===== src/rtl/core/bsv_pkg.sv =====
package bsv_pkg;

    typedef struct packed {
        logic [7:0] data_byte;
        logic       end_of_source;
    } in_item_t;

    typedef struct packed {
        logic [3:0]         event_res;
        logic signed [63:0] value;
        logic [5:0]         depth;
        logic [3:0]         error_code;
        logic               doc_done;
    } out_item_t;

    // byte as seen by the parser, with its class decoded up front
    typedef struct packed {
        logic [7:0] data_byte;
        logic       eos;
        logic       is_digit;
        logic [3:0] digit;
        logic       is_minus;
        logic       is_plus;
        logic       is_colon;
        logic       is_e;
        logic       is_i;
        logic       is_l;
        logic       is_d;
    } cls_t;

    localparam logic [3:0] EV_PENDING = 4'd0;
    localparam logic [3:0] EV_LIST    = 4'd1;
    localparam logic [3:0] EV_DICT    = 4'd2;
    localparam logic [3:0] EV_CLOSE   = 4'd3;
    localparam logic [3:0] EV_INT     = 4'd4;
    localparam logic [3:0] EV_SBYTE   = 4'd5;
    localparam logic [3:0] EV_SEND    = 4'd6;
    localparam logic [3:0] EV_KBYTE   = 4'd7;
    localparam logic [3:0] EV_KEND    = 4'd8;
    localparam logic [3:0] EV_NONE    = 4'd9;
    localparam logic [3:0] EV_ERROR   = 4'd10;
    localparam logic [3:0] EV_IGNORED = 4'd11;

    localparam logic [3:0] ERR_NONE      = 4'd0;
    localparam logic [3:0] ERR_EARLY_END = 4'd1;
    localparam logic [3:0] ERR_BAD_TYPE  = 4'd2;
    localparam logic [3:0] ERR_EMPTY     = 4'd3;
    localparam logic [3:0] ERR_NEG_ZERO  = 4'd4;
    localparam logic [3:0] ERR_TOO_LONG  = 4'd5;
    localparam logic [3:0] ERR_OVERFLOW  = 4'd6;
    localparam logic [3:0] ERR_NEG_LEN   = 4'd7;
    localparam logic [3:0] ERR_NO_COLON  = 4'd8;
    localparam logic [3:0] ERR_STR_LONG  = 4'd9;
    localparam logic [3:0] ERR_NO_TERM   = 4'd10;
    localparam logic [3:0] ERR_TOO_DEEP  = 4'd11;
    localparam logic [3:0] ERR_KEY_ORDER = 4'd12;
    localparam logic [3:0] ERR_DUP_KEY   = 4'd13;
    localparam logic [3:0] ERR_KEY_STORE = 4'd14;

    localparam logic REG_MAX_DEPTH      = 1'b0;
    localparam logic REG_MAX_STRING_LEN = 1'b1;

endpackage


===== src/rtl/core/bsv_front.sv =====
module bsv_front (
    input  logic              clk,
    input  logic              rst_n,
    input  logic              push,
    output logic              full,
    input  bsv_pkg::in_item_t item,
    input  logic              take,
    output logic              avail,
    output bsv_pkg::cls_t     head
);
    import bsv_pkg::*;

    localparam logic [7:0] CH_ZERO  = 8'h30;
    localparam logic [7:0] CH_NINE  = 8'h39;
    localparam logic [7:0] CH_MINUS = 8'h2D;
    localparam logic [7:0] CH_PLUS  = 8'h2B;
    localparam logic [7:0] CH_COLON = 8'h3A;
    localparam logic [7:0] CH_E     = 8'h65;
    localparam logic [7:0] CH_I     = 8'h69;
    localparam logic [7:0] CH_L     = 8'h6C;
    localparam logic [7:0] CH_D     = 8'h64;

    cls_t       slot_reg [2];
    logic       wptr_reg, wptr_next;
    logic       rptr_reg, rptr_next;
    logic [1:0] cnt_reg, cnt_next;
    cls_t       cls;
    logic       wr, rd;
    logic [7:0] diff;

    always_comb
    begin
        diff         = item.data_byte - CH_ZERO;
        cls.data_byte = item.data_byte;
        cls.eos      = item.end_of_source;
        cls.is_digit = (item.data_byte >= CH_ZERO) && (item.data_byte <= CH_NINE);
        cls.digit    = diff[3:0];
        cls.is_minus = item.data_byte == CH_MINUS;
        cls.is_plus  = item.data_byte == CH_PLUS;
        cls.is_colon = item.data_byte == CH_COLON;
        cls.is_e     = item.data_byte == CH_E;
        cls.is_i     = item.data_byte == CH_I;
        cls.is_l     = item.data_byte == CH_L;
        cls.is_d     = item.data_byte == CH_D;
    end

    assign full  = cnt_reg == 2'd2;
    assign avail = cnt_reg != 2'd0;
    assign head  = slot_reg[rptr_reg];
    assign wr    = push && !full;
    assign rd    = take && avail;

    always_comb
    begin
        wptr_next = wr ? ~wptr_reg : wptr_reg;
        rptr_next = rd ? ~rptr_reg : rptr_reg;
        cnt_next  = cnt_reg + {1'b0, wr} - {1'b0, rd};
    end

    always_ff @(posedge clk or negedge rst_n)
    begin
        if (!rst_n)
        begin
            wptr_reg <= 1'b0;
            rptr_reg <= 1'b0;
            cnt_reg  <= 2'd0;
        end
        else
        begin
            wptr_reg <= wptr_next;
            rptr_reg <= rptr_next;
            cnt_reg  <= cnt_next;
        end
    end

    always_ff @(posedge clk)
    begin
        if (wr)
        begin
            slot_reg[wptr_reg] <= cls;
        end
    end

endmodule


===== config.mk =====
export PLATFORM = sky130hd
export DESIGN_NAME = bsv_front
export DESIGN_NICKNAME = d
export VERILOG_FILES = /design/src/rtl/core/bsv_pkg.sv /design/src/rtl/core/bsv_front.sv
export SDC_FILE = /design/constraint.sdc
export NUM_CORES = 1
export LEC_CHECK = 0
export ABC_AREA = 1
export BUFFER_PORTS_ARGS = -buffer_cell sky130_fd_sc_hd__buf_2
export CORE_MARGIN = 2
export CORE_UTILIZATION = 45
export CTS_CLUSTER_DIAMETER = 50
export DETAILED_ROUTE_END_ITERATION = 10
export PLACE_DENSITY = 0.79
export SETUP_SLACK_MARGIN = 0.4
export SLEW_MARGIN = 20
export SYNTH_ARGS = -nofsm -noshare
export SYNTH_HDL_FRONTEND = slang
export SYNTH_SLANG_ARGS = --single-unit

===== constraint.sdc =====
create_clock -name clk -period 2.05 [get_ports clk]
set_input_delay 0.1025 -clock clk [delete_from_list [all_inputs] [get_ports clk]]
set_output_delay 0.1025 -clock clk [all_outputs]
set_load 0.1 [all_outputs]

### After elaboration in Yosys (flattened, before gate mapping)

Memories as Yosys holds them, arrays and structs flattened.
Cells that the tools add are included.

* flip-flop bits (word level): 4
* RAM bits: 42
* logic and storage cells: 26
* memories: 1

Memory list
* slot_reg: depth 2, bits a word 21, read ports 1, clocked after memory_dff 0, write ports 1, line bsv_front.sv:23 `cls_t slot_reg [2];`

* reduce and logical (&&, ||, !) cells: 5
* bitwise operators: 2
* order comparisons: 2
* eq/ne operators: 8
* add/sub/neg operators: 3
* mux-type cells: 2

Operators with widths (number)
* equality test 8 x 7 -> 1 bit (second input constant): 4
* equality test 8 x 6 -> 1 bit (second input constant): 3
* >= comparator 8 x 6 -> 1 bit (second input constant): 1
* <= comparator 8 x 6 -> 1 bit (second input constant): 1
* subtractor 4 x 1 -> 4 bit (second input constant): 1
* logical AND 1 bit: 3
* adder 2 x 1 -> 2 bit: 1
* equality test 2 bit (second input constant): 1
* 2-to-1 mux 1 bit: 2
* inverter 1 bit: 2
* nonzero test 2 bit: 1
* subtractor 2 x 1 -> 2 bit: 1
* logical NOT 1 bit: 1

### Longest topological paths before layout

* depth after elaboration: 5
* mapped depth: 8

### Least setup slack after synthesis

No wires, ideal clock.

* path kind: flip-flop to output port
* start: register rptr_reg
* end: output port head[13] (netlist bit)
* data required time: 1.947 ns
* setup slack: 0.098 ns
* cell stages (with the launch flop): 7
* arrival: 1.849 ns
* cells stage by stage: dfrtp_1 -> buf_4 -> inv_4 -> buf_6 -> nand2_1 -> nand2_1 -> buf_4

RTL lines
* start, declared: line bsv_front.sv:25 `logic rptr_reg, rptr_next;`
* start signal, assigned: line bsv_front.sv:71 `rptr_reg <= rptr_next;`
* end, declared: line bsv_front.sv:9 `output bsv_pkg::cls_t head`

### Worst setup path in the final report

* start: register cnt_reg[1]
* end: register cnt_reg[1]

* elaborated cells between the ends (all ways): 7
* classes of those cells: 2 x add/sub; 1 x eq/ne; 4 x reduce/logical

RTL lines
* start, declared: line bsv_front.sv:26 `logic [1:0] cnt_reg, cnt_next;`
* start signal, assigned: line bsv_front.sv:72 `cnt_reg <= cnt_next;`
* nonzero test 2 bit: line bsv_front.sv:48 `assign avail = cnt_reg != 2'd0;`
* logical AND 1 bit: line bsv_front.sv:51 `assign rd = take && avail;`
* via rd: line bsv_front.sv:28 `logic wr, rd;`
* subtractor 2 x 1 -> 2 bit: line bsv_front.sv:57 `cnt_next = cnt_reg + {1'b0, wr} - {1'b0, rd};`
* via cnt_next[1]: line bsv_front.sv:26

The timed path passes the listed nets, and every way through them passes these cells.
A chain may end at the register's enable or synchronous reset.

==> results.md <==
- CP Depth: 8
- Yosys warning count: 0
- Met3 Usage GRT: 0.0399
- Clk buf depth: 2
- Final hold violation count: 0
- Layout cell share with drive strength beyond 1: 0.340
- Overflow after GRT: 0
- FF-to-FF path depth: 8
- Nets@finish: 217
- Clk_skew: 15.3 ps
- Max reg flops: 34
- Die Ht: 64.5 um
- Max cap viols: 0
- Yosys reg bits: 38
- Critical Path Max Stage Delay: 410 ps
- Hold crit path type: in -> reg
- Hold Path Stages: 1
- CP delay by family, top: flip-flops
- Avg Vias per Cell: around 4.7
- Relative slew slack: 0.674
- HPWL after DPL: 2080 um
- Post-Route WL: around 3200 um
- Root Driver: clkbuf_4
- Total negative setup slack: 0 ps
- # clock sinks: 38
- Drt wl/cell: 13.0 um
- Arr. time, crit path: 1810 ps
- Sum of buffers and inverters on the critical path: 2
- CTS tree: done
- Max Freq: 630 MHz
- Site row count: 21
- Worst Setup Path Type: reg -> reg
- CP Capture Type: flop
- Die area: 4160 sq um
- Vias in the first global route: 1136
- Synthesized Nets: 165
- Synthesized cell area: roughly 1600 sq um
- Synthesized instance count: 150
- Tmin final: about 1600 ps
- Seq/Total Area, Yosys: 0.680
- Worst setup SP type: flop
- Commonest non-fill, non-tap cell in the layout: nand2_1
- Worst path most repeated cell: ha_4
- DRT antenna net count: 0
- Worst Path Max Fanout: 2
- Synth cell types: 22
- Status: finished, final reports clean
- GR peak layer: met2
- GRT Resource Usage Total: 0.164
- Initial antenna violation count: 0
- Total number of vias: 1167
- First-pass GRT wire length: 5110 um
- Dominant synthesized flop cell: edfxtp_1
- Detailed Routing Iterations Pass 1: 4
- Antenna Cells: 0
- EDFF count, synth: 34
- IO Pins: 36
- IO buf count: 35
- Most frequent cells in the layout: nand2_1 (60), edfxtp_1 (34), buf_6 (19)
- Initial DRC Count: 48
- H-tree levels: 2
- Core area: 3420 sq um
- Area delta synth->final: 36.6%
- Starting density of the core: 0.483
- Synth async-reset ratio: 0.105
- Die W: 64.5 um
- Final setup fails: 0
- Largest net degree at the start of global routing: 19
- Slowest CP cell: dfrtp_1
- Fill count: 277
- RD Place Congestion: 0.853
- RSZ-0062 raised after global routing: no
- Drt drc: 0
- Reg clk slew, reported paths: approximately 110 ps
- Avg Cell Area, Syn: around 11 sq um
- Met1 Use GR: 0.207
- Met2 Usage GRT: 0.271
- Clk_lat worst skew: 340 ps
- Actual slew at the worst max-slew pin: 492 ps
- TritonCTS Buffers: 5
- CP required: 2280 ps
- Slew Limit Fails: 0
- Tcrit/Tclk final: 0.774
- Worst path cell trace: or2_4 -> nand2_4 -> inv_4 -> ha_4 -> inv_2 -> ha_4 -> xnor2_2 -> xor2_1
## path summary, 6_finish.rpt
kind | end | slack, ps | startpoint
setup / recovery | cnt_reg[1] | 460 | cnt_reg[1]
hold / removal | slot_reg[1][19] | 10 | item[7]
setup reg to reg | cnt_reg[1] | 460 | cnt_reg[1]
hold reg to reg | wptr_reg | 600 | wptr_reg
max in group asynchronous | rptr_reg | 1820 | rst_n
min in group asynchronous | rptr_reg | 90 | rst_n
## stage by stage
stage          setup slack, ps   util  instances  instance area (sq um)  hold WS, ps
3_5_place_dp               370  0.551        227                   1880        -83.7
3_3_place_gp               431  0.551        227                   1880        -85.1
6_report                   463  0.659        249                   2250         12.6
2_1_floorplan              279      -        150                   1680         -193
4_1_cts                    356  0.605        243                   2070        0.931
5_1_grt                    378  0.659        249                   2250         8.89
## worst reg2reg max path: stages, from the launching register on
cell	delay, ps
dfrtp_1	410
or2_4	270
nand2_4	70
inv_4	40
ha_4	250
inv_2	40
ha_4	150
xnor2_2	130
xor2_1	140
## routing by layer
layer,wire (um),part of all wire
met4,42,0.013
met1,1340,0.41
met2,1700,0.53
met3,152,0.047
met5,0,0
## cell families after synthesis
group / count (synthesis) / synth area share
compound gates: 2 / 0.00834
xor+xnor: 4 / 0.0258
fa+ha+maj: 2 / 0.0152
buf+inv: 21 / 0.0675
flops: 38 / 0.680
simple gates: 83 / 0.203
## Yosys cell counts (2+ instances only)
cell type	n	area [sq um]
nand2_1	64	240
edfxtp_1	34	1020
inv_1	12	45.0
nor2_1	8	30.0
buf_4	6	45.0
nor3_1	5	25.0
dfrtp_1	4	100
ha_1	2	25.0
xor2_1	2	17.5
## cell type report
cell class,count,area (sq um),share of cell area
Clock inverter,3,16.3,0.00722
Timing Repair Buffer,52,462,0.205
Tap cell,46,57.6,0.0256
Sequential cell,38,1120,0.499
Clock buffer,5,37.5,0.0167
Inverter,14,62.6,0.0278
Multi-Input combinational cell,91,492,0.218
## what timing repair did
| action | 4_1_cts | 5_1_grt |
|---|---|---|
| buffers inserted | 3 | 2 |
| hold buffers | 5 | 4 |
| gates cloned | 0 | 0 |
| pin swaps | 4 | 5 |
| setup endpoints to repair | 22 | 22 |
| hold endpoints to repair | 12 | 6 |
| resized for setup | 23 | 29 |
Power is left out: the tool's default activity adds up to more than one toggle a clock period on the data nets, which glitch-free logic cannot reach.
