==> src/rtl/core/bsv_pkg.sv <==
package bsv_pkg;

    typedef struct packed {
        logic [7:0] data_byte;
        logic       end_of_source;
    } in_item_t;

    typedef struct packed {
        logic [3:0]         event_res;
        logic signed [63:0] value;
        logic [5:0]         depth;
        logic [3:0]         error_code;
        logic               doc_done;
    } out_item_t;

    // byte as seen by the parser, with its class decoded up front
    typedef struct packed {
        logic [7:0] data_byte;
        logic       eos;
        logic       is_digit;
        logic [3:0] digit;
        logic       is_minus;
        logic       is_plus;
        logic       is_colon;
        logic       is_e;
        logic       is_i;
        logic       is_l;
        logic       is_d;
    } cls_t;

    localparam logic [3:0] EV_PENDING = 4'd0;
    localparam logic [3:0] EV_LIST    = 4'd1;
    localparam logic [3:0] EV_DICT    = 4'd2;
    localparam logic [3:0] EV_CLOSE   = 4'd3;
    localparam logic [3:0] EV_INT     = 4'd4;
    localparam logic [3:0] EV_SBYTE   = 4'd5;
    localparam logic [3:0] EV_SEND    = 4'd6;
    localparam logic [3:0] EV_KBYTE   = 4'd7;
    localparam logic [3:0] EV_KEND    = 4'd8;
    localparam logic [3:0] EV_NONE    = 4'd9;
    localparam logic [3:0] EV_ERROR   = 4'd10;
    localparam logic [3:0] EV_IGNORED = 4'd11;

    localparam logic [3:0] ERR_NONE      = 4'd0;
    localparam logic [3:0] ERR_EARLY_END = 4'd1;
    localparam logic [3:0] ERR_BAD_TYPE  = 4'd2;
    localparam logic [3:0] ERR_EMPTY     = 4'd3;
    localparam logic [3:0] ERR_NEG_ZERO  = 4'd4;
    localparam logic [3:0] ERR_TOO_LONG  = 4'd5;
    localparam logic [3:0] ERR_OVERFLOW  = 4'd6;
    localparam logic [3:0] ERR_NEG_LEN   = 4'd7;
    localparam logic [3:0] ERR_NO_COLON  = 4'd8;
    localparam logic [3:0] ERR_STR_LONG  = 4'd9;
    localparam logic [3:0] ERR_NO_TERM   = 4'd10;
    localparam logic [3:0] ERR_TOO_DEEP  = 4'd11;
    localparam logic [3:0] ERR_KEY_ORDER = 4'd12;
    localparam logic [3:0] ERR_DUP_KEY   = 4'd13;
    localparam logic [3:0] ERR_KEY_STORE = 4'd14;

    localparam logic REG_MAX_DEPTH      = 1'b0;
    localparam logic REG_MAX_STRING_LEN = 1'b1;

endpackage

==> src/rtl/core/bsv_outq.sv <==
module bsv_outq (
    input  logic               clk,
    input  logic               rst_n,
    input  logic               wr_en,
    output logic               full,
    input  bsv_pkg::out_item_t wdata,
    input  logic               pop,
    output logic               empty,
    output bsv_pkg::out_item_t rdata
);
    import bsv_pkg::*;

    out_item_t  slot_reg [2];
    logic       wptr_reg, wptr_next;
    logic       rptr_reg, rptr_next;
    logic [1:0] cnt_reg, cnt_next;
    logic       wr, rd;

    assign full  = cnt_reg == 2'd2;
    assign empty = cnt_reg == 2'd0;
    assign rdata = slot_reg[rptr_reg];
    assign wr    = wr_en && !full;
    assign rd    = pop && !empty;

    always_comb
    begin
        wptr_next = wr ? ~wptr_reg : wptr_reg;
        rptr_next = rd ? ~rptr_reg : rptr_reg;
        cnt_next  = cnt_reg + {1'b0, wr} - {1'b0, rd};
    end

    always_ff @(posedge clk or negedge rst_n)
    begin
        if (!rst_n)
        begin
            wptr_reg <= 1'b0;
            rptr_reg <= 1'b0;
            cnt_reg  <= 2'd0;
        end
        else
        begin
            wptr_reg <= wptr_next;
            rptr_reg <= rptr_next;
            cnt_reg  <= cnt_next;
        end
    end

    always_ff @(posedge clk)
    begin
        if (wr)
        begin
            slot_reg[wptr_reg] <= wdata;
        end
    end

endmodule

==> config.mk <==
export PLATFORM = sky130hd
export DESIGN_NAME = bsv_outq
export DESIGN_NICKNAME = d
export VERILOG_FILES = /design/src/rtl/core/bsv_pkg.sv /design/src/rtl/core/bsv_outq.sv
export SDC_FILE = /design/constraint.sdc
export NUM_CORES = 1
export LEC_CHECK = 0
export ABC_CLOCK_PERIOD_IN_PS = 4500
export BUFFER_PORTS_ARGS = -buffer_cell sky130_fd_sc_hd__buf_2
export CAP_MARGIN = 10
export CORE_MARGIN = 2
export CORE_UTILIZATION = 47
export DETAILED_ROUTE_END_ITERATION = 10
export PLACE_DENSITY = 0.81
export SYNTH_ARGS = -nofsm -noshare
export SYNTH_HDL_FRONTEND = slang
export SYNTH_SLANG_ARGS = --single-unit
==> constraint.sdc <==
create_clock -name clk -period 4.5 [get_ports clk]
set_input_delay 0.9 -clock clk [delete_from_list [all_inputs] [get_ports clk]]
set_output_delay 0.9 -clock clk [all_outputs]
set_load 0.02 [all_outputs]
After elaboration in Yosys (flattened, before gate mapping) --
Memories as Yosys holds them, arrays and structs flattened. Index checks and enable logic that the tools add are counted.
Cells by class: add/subtract/negate cells 2, eq/ne operators 1, muxes and demuxes 2, bitwise operators 2, reduce and logical (&&, ||, !) cells 5
Operators by type and width (count):
- adder 2 x 1 -> 2 bit | 1
- == test 2 bit (second input constant) | 1
- logical AND 1 bit | 2
- zero test 1 bit | 2
- zero test 2 bit | 1
- two-way mux 1 bit | 2
- NOT 1 bit | 2
- subtractor 2 x 1 -> 2 bit | 1
Word-level totals: register bits after elaboration 4, bits in writable memories 158, input port bits 83, output and inout port bits 81, memories kept 1
Memories:
- slot_reg | words 2, bits a word 79, rd ports 1, clocked after memory_dff 0, wr ports 1, RTL line bsv_outq.sv:13 | out_item_t slot_reg [2];

Logic depth before layout (Yosys ltp) --
Gate-level depths: netlist of run 1.
depth after elaboration 5, mapped depth 7, depth with buffers taken out 7

Worst setup path before layout of run 1 --
OpenSTA, ideal clock, no wires.
path type input-to-reg, start in wr_en, end mem slot_reg[0][0] (netlist name), enable pin, arrival time 4290 ps, setup slack -306 ps, stages 2, buffers on the path 0, cells stage by stage nand2_1 -> nor2_1
On the way: longest elaborated chain between the ends 3
RTL lines:
- from (decl) | RTL line bsv_outq.sv:4 | input logic wr_en,
- logical AND 1 bit | RTL line bsv_outq.sv:22 | assign wr = wr_en && !full;
- two-way mux 1 bit | RTL line bsv_outq.sv:50 | if (wr)
- two-way mux 1 bit (not written as such) | RTL line bsv_outq.sv:52 | slot_reg[wptr_reg] <= wdata;
- to (decl) | RTL line bsv_outq.sv:13
No other way between the ends.

==> impl_metrics.yaml, run 1 <==
synthesis:
  synth_cells: 264
  synth_simple_gate_area_frac: 0.00477
  synthMuxAreaShare: 0.188
  syn_nets: 349
  synth_top_family_by_area: "multiplexers"
  synth_area_um2: 6300
  ys_seq_elements: 162
  synth_xor_area_frac: 0.00556
  ys_types: 14
  synth_compound_area_frac: 0
  synthAdderAreaFrac: 0.00397
  syn_avg_cell_area_um2: 23.9
  synth.yosys.seq_area_share: 0.769
  yosysWarnings: 0
worst_setup_path:
  regToRegSetupSlack_ns: 2.56
  crit_required_ns: 3.60
  arrival_ns: 2.23
  rr_startpoint: "cnt_reg[0]$_DFF_PN0_"
  r2r_cells: 2
  cp-start-kind: "register"
  critPathMaxFanout: 41
  worst-setup-path-type: "register to output pin"
  r2r-end: "slot_reg[1][76]$_DFFE_PP_"
  crit_path_end_kind: "output pin"
sta:
  fin_crit_sh: 0.696
  skew_ns: 0.00439
  setup_viol: 0
  layout_min_cycle_time_ns: 3.13
  fin_tns_setup_ns: 0
  setup_ws_ns: 1.37
  rsz0062_at_grt: "false"
  worst_pin_slew_ns: 1.12
  slew_headroom: 0.255
  fmax_mhz: 319
  finalMaxSlewViolations: 0
  finalHoldViolations: 0
clock_tree:
  insertion_delay_ns: 0.41
  cts_root_buf: "clkbuf_16"
  cts_tree: "done"
  postCtsSetupBuffers: 0
  cts.repair.resized: 0
  numClockSinks: 162
  h-tree-depth: 4
  cts_buffers: 17
  clk_path_buf_depth: 2
  ctsHoldBuffers: 0
  clk_pin_slew_ns: 0.06
die:
  rows: 42
  die_x_um: 120
  ioPinCount: 164
  core-area_um2: 13200
  die_y_um: 120
  dieArea_um2: 14300
  start_util: 0.478
global_routing:
  grt_util_all_layers: 0.150
  antenna_found_initial: 0
  grt_pass1_wl_um: 15800
  grt_max_degree: 80
  grt_pass1_vias: 3213
  gr-total-overflow: 0
power_and_ir_drop:
  internal-power_mw: 3.83
  total_power_mw: 5.52
  ir_worst_vdd_mv: 0.553
  swShare: 0.307
  p_seq_frac: 0.409
  leakagePower_nw: 3.17
  cellPowerDensity_nw_per_um2: 705
  p_clk_frac: 0.266
  p_sw_mw: 1.69
  combPwrFrac: 0.325
detailed_routing:
  drtPass1Iterations: 4
  route.detailed.drc: 0
  drtAntennaViolNets: 0
  wl_um: 10200
  dr.first_iter.drc_count: 186
  viasPerCell: 4.72
  vias: 2964
  wl_per_cell_um: 16.2
finish:
  fin_nets: 525
  postLayoutCoreUtil: 0.594
  largest_reg_flops: 158
  drive_gt1_frac: 0.613
  antennaDiodeCount: 0
  fill_cells: 994
  mostFrequentLayoutCell: "buf_2"
  syn2layout_area_growth_pct: 24.3
  layout_common_cells: "buf_2 (163), edfxtp_1 (158), mux2_4 (79)"
placed_design:
  io_buffers: 163
  pre_cts_slack_ns: 1.77
  place_congestion: 0.677
status:
  status: "finished, final reports clean"
run:
  max_cap_violations: 0
hold_path:
  hold_class: "input pin to asynchronous set/reset pin"
[worst max-delay path, cell delays in order (launching register included)]
cell	delay, ns
dfrtp_4	0.92
buf_12	0.37
mux2_4	0.33
buf_2	0.16
[final cells by class]
type / instances / area (um^2) / share of cell area
clock inverter: 14 / 190 / 0.0243
multi-input combinational: 91 / 1290 / 0.165
clock buffer: 17 / 425 / 0.0543
tap: 176 / 220 / 0.0281
timing repair buffer: 166 / 851 / 0.109
sequential: 162 / 4850 / 0.619
inverter: 2 / 7.51 / 0.000959
[worst max path at each step]
stage | startpoint | end | slack [ns] | cells after the start
floorplan | wr_en | slot_reg[0][0]$_DFFE_PP_ | 1.02 | 2
global placement | rptr_reg$_DFFE_PN0P_ | rdata[30] | 1.78 | 3
detailed placement | rptr_reg$_DFFE_PN0P_ | rdata[18] | 1.77 | 3
CTS | rptr_reg$_DFFE_PN0P_ | rdata[18] | 1.31 | 3
global route | rptr_reg$_DFFE_PN0P_ | rdata[7] | 1.25 | 3
finish | rptr_reg$_DFFE_PN0P_ | rdata[6] | 1.37 | 3
[synthesized netlist by cell type (all sizes together)]
library cell    n  area, um^2
edfxtp        158        4740
mux2           79        1190
buf             9         171
dfrtp           4         100
xnor2           3        26.3
ha              2        25.0
inv             2        7.51
nor2            2        7.51
and3            1        6.26
nand2           1        3.75
nand2b          1        6.26
nor2b           1        6.26
xor2            1        8.76
[through the flow]
| stage | hold WS (ns) | cells | cell area, um^2 |
|---|---|---|---|
| 3_3_place_gp | 0.486 | 597 | 7220 |
| 2_1_floorplan | 0.468 | 264 | 6300 |
| 5_1_grt | 0.264 | 628 | 7830 |
| 4_1_cts | 0.268 | 628 | 7830 |
| 6_report | 0.289 | 628 | 7830 |
| 3_5_place_dp | 0.495 | 597 | 7220 |
[per-layer routing]
metal	vias to the layer above	part of all wire	global-route usage
met3	21	0.068	0.0528
li1	1392	-	-
met5	-	0	0
met1	1438	0.40	0.166
met2	113	0.51	0.255
met4	0	0.025	0.0779
[power by group through the flow]
| stage | logic [mW] | registers, mW | clock network, mW |
|---|---|---|---|
| floorplan | 1.56 | 2.18 | 0 |
| global placement | 1.80 | 2.27 | 0 |
| detailed placement | 1.82 | 2.30 | 0 |
| CTS | 1.82 | 2.27 | 1.51 |
| global route | 1.91 | 2.30 | 1.57 |
| finish | 1.79 | 2.26 | 1.47 |
[cells by family after synthesis]
| family | Yosys count |
|---|---|
| flops | 162 |
| mux | 79 |
| buf+inv | 11 |
| simple gates | 6 |
| xor+xnor | 4 |
| fa+ha+maj | 2 |
No activity file was read; power rests on OpenSTA's default activity.
==> inputs of run 2 (changes only) <==
Settings changed: ABC_CLOCK_PERIOD_IN_PS 4500 to 3000, CORE_UTILIZATION 47 to 52, PLACE_DENSITY 0.81 to 0.85.
Clock period 4.5 ns to 3 ns, I/O delays scaled along.
==> impl_metrics.yaml, run 2 (synthesis results as in run 1) <==
finish:
  mostFrequentLayoutCell: "buf_2"
  largest_reg_flops: 158
  fin_nets: 532
  antennaDiodeCount: 0
  syn2layout_area_growth_pct: 22.5
  layout.cells.non_filler: 605
  layout_common_cells: "buf_2 (163), edfxtp_1 (158), mux2_4 (79)"
  drive_gt1_frac: 0.605
  fill_cells: 825
power_and_ir_drop:
  leakagePower_nw: 3.16
  ir_worst_vdd_mv: 0.601
  cellPowerDensity_nw_per_um2: 1020
  total_power_mw: 7.89
global_routing:
  grt_util_all_layers: 0.160
  grt_pass1_vias: 3158
  antenna_found_initial: 0
  grt_max_degree: 56
  grt_pass1_wl_um: 15300
  gr-total-overflow: 0
detailed_routing:
  vias: 3009
  viasPerCell: 4.97
  drtAntennaViolNets: 0
  route.detailed.drc: 0
  dr.first_iter.drc_count: 146
  wl_um: 10000
  drtPass1Iterations: 5
  wl_per_cell_um: 16.6
sta:
  worst_pin_slew_ns: 0.728
  rsz0062_at_grt: "false"
  fmax_mhz: 388
  fin_tns_setup_ns: 0
  setup_viol: 0
  finalHoldViolations: 0
  finalMaxSlewViolations: 0
  layout_min_cycle_time_ns: 2.58
  slew_headroom: 0.515
  skew_ns: 0.00704
  fin_crit_sh: 0.860
placed_design:
  dp_hpwl_um: 6710
  dp.cells: 574
  io_buffers: 163
  place_congestion: 0.748
clock_tree:
  h-tree-depth: 4
  clk_path_buf_depth: 2
  insertion_delay_ns: 0.41
  clk_pin_slew_ns: 0.06
  postCtsSetupBuffers: 0
  cts_buffers: 17
  numClockSinks: 162
  cts_root_buf: "clkbuf_16"
  cts_tree: "done"
die:
  dieArea_um2: 13000
  rows: 40
  start_util: 0.529
  die_y_um: 114
  core-area_um2: 11900
  ioPinCount: 164
  die_x_um: 114
worst_setup_path:
  worst-setup-path-type: "register to output pin"
  crit_required_ns: 2.40
  cp-start-kind: "register"
  critPathMaxFanout: 24
  path_cells: "buf_4 -> mux2_4 -> buf_2"
  crit_path_end_kind: "output pin"
  arrival_ns: 1.98
  critPathSlowestCell: "dfrtp_4"
  critPathMaxStageDelay_ns: 0.72
hold_path:
  hold_class: "input pin to register"
status:
  status: "finished, final reports clean"
run:
  max_cap_violations: 0
==> run 2: cell types whose count changed in the layout (fill, tap and decap cells not counted), moves of 3 or more <==
| cell | delta |
|---|---|
| buf_4 | +6 |
| clkinv_2 | +5 |
| bufinv_16 | -4 |
| clkinv_4 | -4 |
| clkinv_1 | +3 |
| clkinvlp_4 | -3 |
==> run 2: critical path: cells and delay by family (launching register included) <==
family / cells / cell delay (ns)
DFF: 1 / 0.72
buffers and inverters: 2 / 0.51
muxes: 1 / 0.33
==> run 2: power breakdown <==
group          internal [mW]  switching, mW  leakage, nW
Sequential              3.10          0.220         1.51
Combinational           1.28           1.51         1.40
Clock                   1.02          0.753        0.243
==> run 2: worst paths after layout <==
kind / from / endpoint / slack [ns] / cells after the start
setup / recovery: rptr_reg$_DFFE_PN0P_ / rdata[50] / 0.42 / 3
hold / removal: wdata[18] / slot_reg[0][18]$_DFFE_PP_ / 0.38 / 1
setup reg to reg: cnt_reg[1]$_DFF_PN0_ / slot_reg[1][48]$_DFFE_PP_ / 1.20 / 3
hold reg to reg: cnt_reg[1]$_DFF_PN0_ / cnt_reg[1]$_DFF_PN0_ / 0.51 / 1
max in group asynchronous: rst_n / rptr_reg$_DFFE_PN0P_ / 2.30 / 2
min in group asynchronous: rst_n / wptr_reg$_DFFE_PN0P_ / 0.56 / 2
==> run 2: cell type report <==
type | instances | area (um^2) | share of cell area
clock buffers | 19 | 433 | 0.0561
flip-flops and latches | 162 | 4850 | 0.628
multi-input cells | 91 | 1290 | 0.167
clock inverters | 11 | 48.8 | 0.00632
well taps | 147 | 184 | 0.0238
inverters | 2 | 7.51 | 0.000973
repair buffers | 173 | 906 | 0.117
==> run 2: per-layer routing <==
| layer | vias up | wire, um | track usage |
|---|---|---|---|
| li1 | 1407 | - | - |
| met4 | 0 | 150 | 0.0740 |
| met1 | 1479 | 4080 | 0.185 |
| met5 | - | 0 | 0 |
| met3 | 11 | 668 | 0.0630 |
| met2 | 112 | 5140 | 0.263 |
==> run 2: stage by stage <==
stage / hold slack, ns / setup WS, ns / utilization / area, um^2
after CTS: 0.354 / 0.366 / 0.648 / 7720
after detailed placement: 0.413 / 0.823 / 0.607 / 7220
after global placement: 0.411 / 0.848 / 0.607 / 7220
after global routing: 0.360 / 0.334 / 0.648 / 7720
after floorplan: 0.304 / 0.0720 / - / 6310
final: 0.377 / 0.420 / 0.648 / 7720
==> run 2: what timing repair did <==
action | 4_1_cts | 5_1_grt
hold endpoints to repair | 4 | 0
hold buffers | 1 | 0
resized for setup | 0 | 0
